### config.mk
export PLATFORM = sky130hd
export DESIGN_NAME = tcce_front
export DESIGN_NICKNAME = d
export VERILOG_FILES = /design/src/tcce_pkg.sv /design/src/tcce_front.sv
export SDC_FILE = /design/constraint.sdc
export NUM_CORES = 1
export LEC_CHECK = 0
export BUFFER_PORTS_ARGS = -buffer_cell sky130_fd_sc_hd__buf_2
export CAP_MARGIN = 20
export CORE_MARGIN = 5
export CORE_UTILIZATION = 55
export CTS_CLUSTER_DIAMETER = 200
export DETAILED_ROUTE_END_ITERATION = 16
export GPL_ROUTABILITY_DRIVEN = 1
export GPL_TIMING_DRIVEN = 0
export PLACE_DENSITY = 0.83
export REMOVE_ABC_BUFFERS = 1
export SLEW_MARGIN = 25
export SYNTH_ARGS = -nofsm -noshare
export SYNTH_HDL_FRONTEND = slang
export SYNTH_SLANG_ARGS = --single-unit
### constraint.sdc
create_clock -name clk -period 2.7 [get_ports clk]
set_input_delay 0.135 -clock clk [delete_from_list [all_inputs] [get_ports clk]]
set_output_delay 0.135 -clock clk [all_outputs]
set_load 0.03 [all_outputs]
### src/tcce_pkg.sv
// Shared constants, types and helpers of the text console cursor engine.
package tcce_pkg;

  localparam int COLUMNS    = 80;
  localparam int ROWS       = 25;
  localparam int TAB_WIDTH  = 8;
  localparam int NCELLS     = COLUMNS * ROWS;
  localparam int COPY_CELLS = (ROWS - 2) * COLUMNS;
  localparam int CLEAR_END  = (ROWS - 1) * COLUMNS;

  localparam int ADDR_W = $clog2(NCELLS);
  localparam int COL_W  = 7;
  localparam int ROW_W  = 5;
  localparam int CHAR_W = 8;
  localparam int ATTR_W = 8;
  localparam int CELL_W = CHAR_W + ATTR_W;

  localparam logic [CHAR_W-1:0] CH_BS  = 8'h08;
  localparam logic [CHAR_W-1:0] CH_TAB = 8'h09;
  localparam logic [CHAR_W-1:0] CH_LF  = 8'h0A;
  localparam logic [CHAR_W-1:0] CH_CR  = 8'h0D;

  localparam logic [ATTR_W-1:0] ATTR_RESET = 8'h0F;

  localparam logic CFG_CHAR_ATTR  = 1'b0;
  localparam logic CFG_CLEAR_ATTR = 1'b1;

  localparam logic MODE_PUT  = 1'b0;
  localparam logic MODE_READ = 1'b1;

  typedef enum logic [2:0] {
    OP_READ,
    OP_PRINT,
    OP_BS,
    OP_TAB,
    OP_CR,
    OP_LF
  } op_t;

  typedef struct packed {
    logic              mode;
    logic [CHAR_W-1:0] char_code;
    logic [ADDR_W-1:0] cell_address;
  } in_item_t;

  typedef struct packed {
    logic [COL_W-1:0]  cursor_col;
    logic [ROW_W-1:0]  cursor_row;
    logic [ADDR_W-1:0] cursor_position;
    logic [CHAR_W-1:0] read_char;
    logic [ATTR_W-1:0] read_attr;
  } out_item_t;

  typedef struct packed {
    op_t               op;
    logic [CHAR_W-1:0] char_code;
    logic [ADDR_W-1:0] cell_address;
  } cmd_t;

  function automatic logic [ADDR_W-1:0] cell_idx(input logic [ROW_W-1:0] row,
                                                 input logic [COL_W-1:0] col);
    cell_idx = ADDR_W'(row) * ADDR_W'(COLUMNS) + ADDR_W'(col);
  endfunction

endpackage

### src/tcce_front.sv
// Front end: classifies incoming words into commands and queues them.
module tcce_front (
  input  logic              clk,
  input  logic              rst_n,
  input  logic              push,
  input  tcce_pkg::in_item_t in_word,
  output logic              full,
  output logic              cmd_valid,
  output tcce_pkg::cmd_t    cmd,
  input  logic              cmd_pop
);

  tcce_pkg::cmd_t q_r [2];
  logic           wr_ptr_r, wr_ptr_nxt;
  logic           rd_ptr_r, rd_ptr_nxt;
  logic [1:0]     cnt_r, cnt_nxt;
  tcce_pkg::cmd_t cls;

  always_comb begin
    cls.char_code    = in_word.char_code;
    cls.cell_address = in_word.cell_address;
    if (in_word.mode == tcce_pkg::MODE_READ) begin
      cls.op = tcce_pkg::OP_READ;
    end else begin
      case (in_word.char_code)
        tcce_pkg::CH_BS:  cls.op = tcce_pkg::OP_BS;
        tcce_pkg::CH_TAB: cls.op = tcce_pkg::OP_TAB;
        tcce_pkg::CH_CR:  cls.op = tcce_pkg::OP_CR;
        tcce_pkg::CH_LF:  cls.op = tcce_pkg::OP_LF;
        default:          cls.op = tcce_pkg::OP_PRINT;
      endcase
    end
  end

  assign full      = (cnt_r == 2'd2);
  assign cmd_valid = (cnt_r != 2'd0);
  assign cmd       = q_r[rd_ptr_r];

  always_comb begin
    wr_ptr_nxt = wr_ptr_r ^ push;
    rd_ptr_nxt = rd_ptr_r ^ cmd_pop;
    cnt_nxt    = cnt_r + {1'b0, push} - {1'b0, cmd_pop};
  end

  always_ff @(posedge clk) begin
    if (!rst_n) begin
      wr_ptr_r <= 1'b0;
      rd_ptr_r <= 1'b0;
      cnt_r    <= 2'd0;
    end else begin
      wr_ptr_r <= wr_ptr_nxt;
      rd_ptr_r <= rd_ptr_nxt;
      cnt_r    <= cnt_nxt;
    end
  end

  always_ff @(posedge clk) begin
    if (push) begin
      q_r[wr_ptr_r] <= cls;
    end
  end

endmodule

==> impl_metrics.tcl <==
set metrics [dict create \
    status "completed" \
    maxCapViolations 0 \
    swShare_pct 24.6 \
    coreArea_um2 3340 \
    avgRoutedWirePerCell_um 15.6 \
    fmax_mhz 479 \
    synthCells 99 \
    crit_chain "mux2_2 > buf_2" \
    slew_headroom_pct 31.9 \
    clock-sinks 49 \
    fillers 234 \
    rsz0062_at_grt "no" \
    final_layout_size_suffix_gt1_share_pct 49.4 \
    grt_pass1_vias 1146 \
    ios 48 \
    critPathTopFamily "flip-flops" \
    use_met2_pct 29.6 \
    yosysWarnings 0 \
    synth.top_cell.area_share_pct 69.4 \
    syn_area_um2 1900 \
    vias 1093 \
    p_clk_share_pct 30.0 \
    yosys-top-cells-area "edfxtp_1, mux2_2, dfxtp_1" \
    yosysTopAreaCell "edfxtp_1" \
    synth_most_common_cell "edfxtp_1" \
    finalCoreUtilization_pct 74.2 \
    htree_levels 2 \
    clk_pin_slew_ps 130 \
    fin_worst_skew_ps 12.1 \
    seq_power_share_pct 52.8 \
    busiest_layer "met2" \
    tightestPinTransition_ps 1020 \
    ir_drop_mv 0.445 \
    seq_area_um2 1420 \
    p_sw_uw 424 \
    grt_pass1_wl_um 5080 \
    synth_cell_types 19 \
    syn_to_final_growth_pct 30.0 \
    antenna_left 0 \
    ys.flop_type "edfxtp_1" \
    gr-usage-met1_pct 15.5 \
    cp-end-kind "output port" \
    cts_buffers 5 \
    antenna_found_initial 0 \
    cts_root_buf "clkbuf_4" \
    critical-path-max-stage-delay_ps 990 \
    synth-async-reset-ratio_pct 0 \
    powerDensity_nw_per_um2 697 \
    hold_path_class "in2reg" \
    power.leakage_uw 0.000951 \
    met3_usage_pct 5.51 \
    cts_setup_buffers 0 \
    start_util_pct 57.1 \
    grt_usage_pct 15.9 \
    antenna_cells 0 \
    finalHoldViolCount 0 \
    period_share_pct 77.3 \
    multi_input_area_um2 460 \
    crit_fanout 22 \
    gp_congestion 0.722 \
    rows 21 \
    dieArea_um2 4740 \
    worstSetupPathType "reg2out" \
    drt_pass1_iterations 4 \
    hpwlAfterDp_um 2090 \
    synth-edff-count 44 \
    p_comb_share_pct 17.2 \
    drt_iter0_drc 37 \
    ys_ff_latch 49 \
    setup_violations 0 \
    avgViaCountPerCell 5.06 \
    min_period_ps 2090 \
    cts_buffer_depth 2 \
    avgSynthCellArea_um2 19.2 \
    start_kind "register" \
    cts_tree "built" \
    cpMaxStageDelayCell "dfxtp_1" \
    cp.required_ps 2570 \
    synth_common_cells "edfxtp_1, mux2_2, dfxtp_1" \
    intPower_uw 1300 \
    clk_latency_ps 360 \
    dieWidth_um 68.8 \
    fin_nets 197 \
    chipHeight_um 68.8 \
    setup-tns-final_ps 0 \
    drv_slew 0 \
    post-route-drc-count 0 \
    grt_max_degree 23 \
    wl_um 3370 \
    path_buf_inv 1 \
    cp.arrival_ps 1950 \
    portBuffers 47 \
    overflow 0 \
    ys_seq_area_share_pct 74.6 \
]
-- final timing paths --
path,endpoint,cells after the start,start,slack [ps]
max,cmd[18],2,register,610
max reg2reg,q_r[0][21],2,wr_ptr_r,1110
min,cnt_r[0],2,rst_n,20
min reg2reg,wr_ptr_r,3,wr_ptr_r,580
-- sequential cells by signal (all words and copies together), names as in the netlist, named ones only --
signal / count
rd_ptr_r: 1
wr_ptr_r: 1
q_r: 44
cnt_r: 2
-- per-stage QoR --
step | worst slack [ps] | power (uW) | instance area [um2] | cells | hold slack, ps
after floorplan | 1330 | 1110 | 1890 | 97 | 234
after global placement | 981 | 1190 | 2190 | 190 | 324
after detailed placement | 990 | 1210 | 2190 | 190 | 329
after CTS | 568 | 1740 | 2450 | 214 | 2.81
after global routing | 499 | 1810 | 2480 | 216 | 13.4
final | 613 | 1720 | 2480 | 216 | 18.3
-- routing by layer --
| metal | part of all wire, % | vias to the layer above |
|---|---|---|
| li1 | - | 516 |
| met1 | 35 | 531 |
| met2 | 55 | 39 |
| met3 | 7.6 | 7 |
| met4 | 1.9 | 0 |
| met5 | 0 | - |
-- cells by family (layout without fill, tap and decap cells) --
group,Yosys count,count (layout),synth area share (%)
mux,22,22,13.0
simple gates,13,13,5.19
fa+ha+maj,4,4,2.63
buf+inv,6,77,1.31
compound gates,2,2,1.12
xor+xnor,3,3,2.10
flops,49,49,74.6
-- power groups by stage --
| stage | registers, uW | logic, uW | clock network, uW |
|---|---|---|---|
| after floorplan | 918 | 197 | 0 |
| after global placement | 924 | 270 | 0 |
| after detailed placement | 929 | 278 | 0 |
| after CTS | 912 | 298 | 526 |
| after global routing | 915 | 318 | 578 |
| final | 910 | 297 | 517 |
-- final cells by class --
cell class              instances  share of cell area (%)
clock buffers                   5                    1.52
clock inverters                 3                    2.78
inverters                       4                   0.606
multi-input cells              44                    18.6
flip-flops and latches         49                    57.4
well taps                      46                    2.32
repair buffers                 65                    16.8
-- placed cells by master (no fill, tap or decap), types with 2 or more instances in the layout --
cell,Yosys,layout
bufinv_16,0,2
inv_1,4,4
mux2_2,22,22
or2_2,2,2
and2_1,3,3
dfxtp_1,5,5
buf_2,2,47
clkbuf_4,0,5
nor2b_1,3,3
dlygate4sd3_1,0,18
ha_1,4,3
edfxtp_1,44,44
-- timing repair --
| item | CTS | global route |
|---|---|---|
| gates resized for setup | 0 | 0 |
| hold buffers | 16 | 2 |
| hold endpoints to repair | 32 | 4 |
| endpoints found under the setup margin | 0 | 0 |
(Power assumes the default switching activity.)
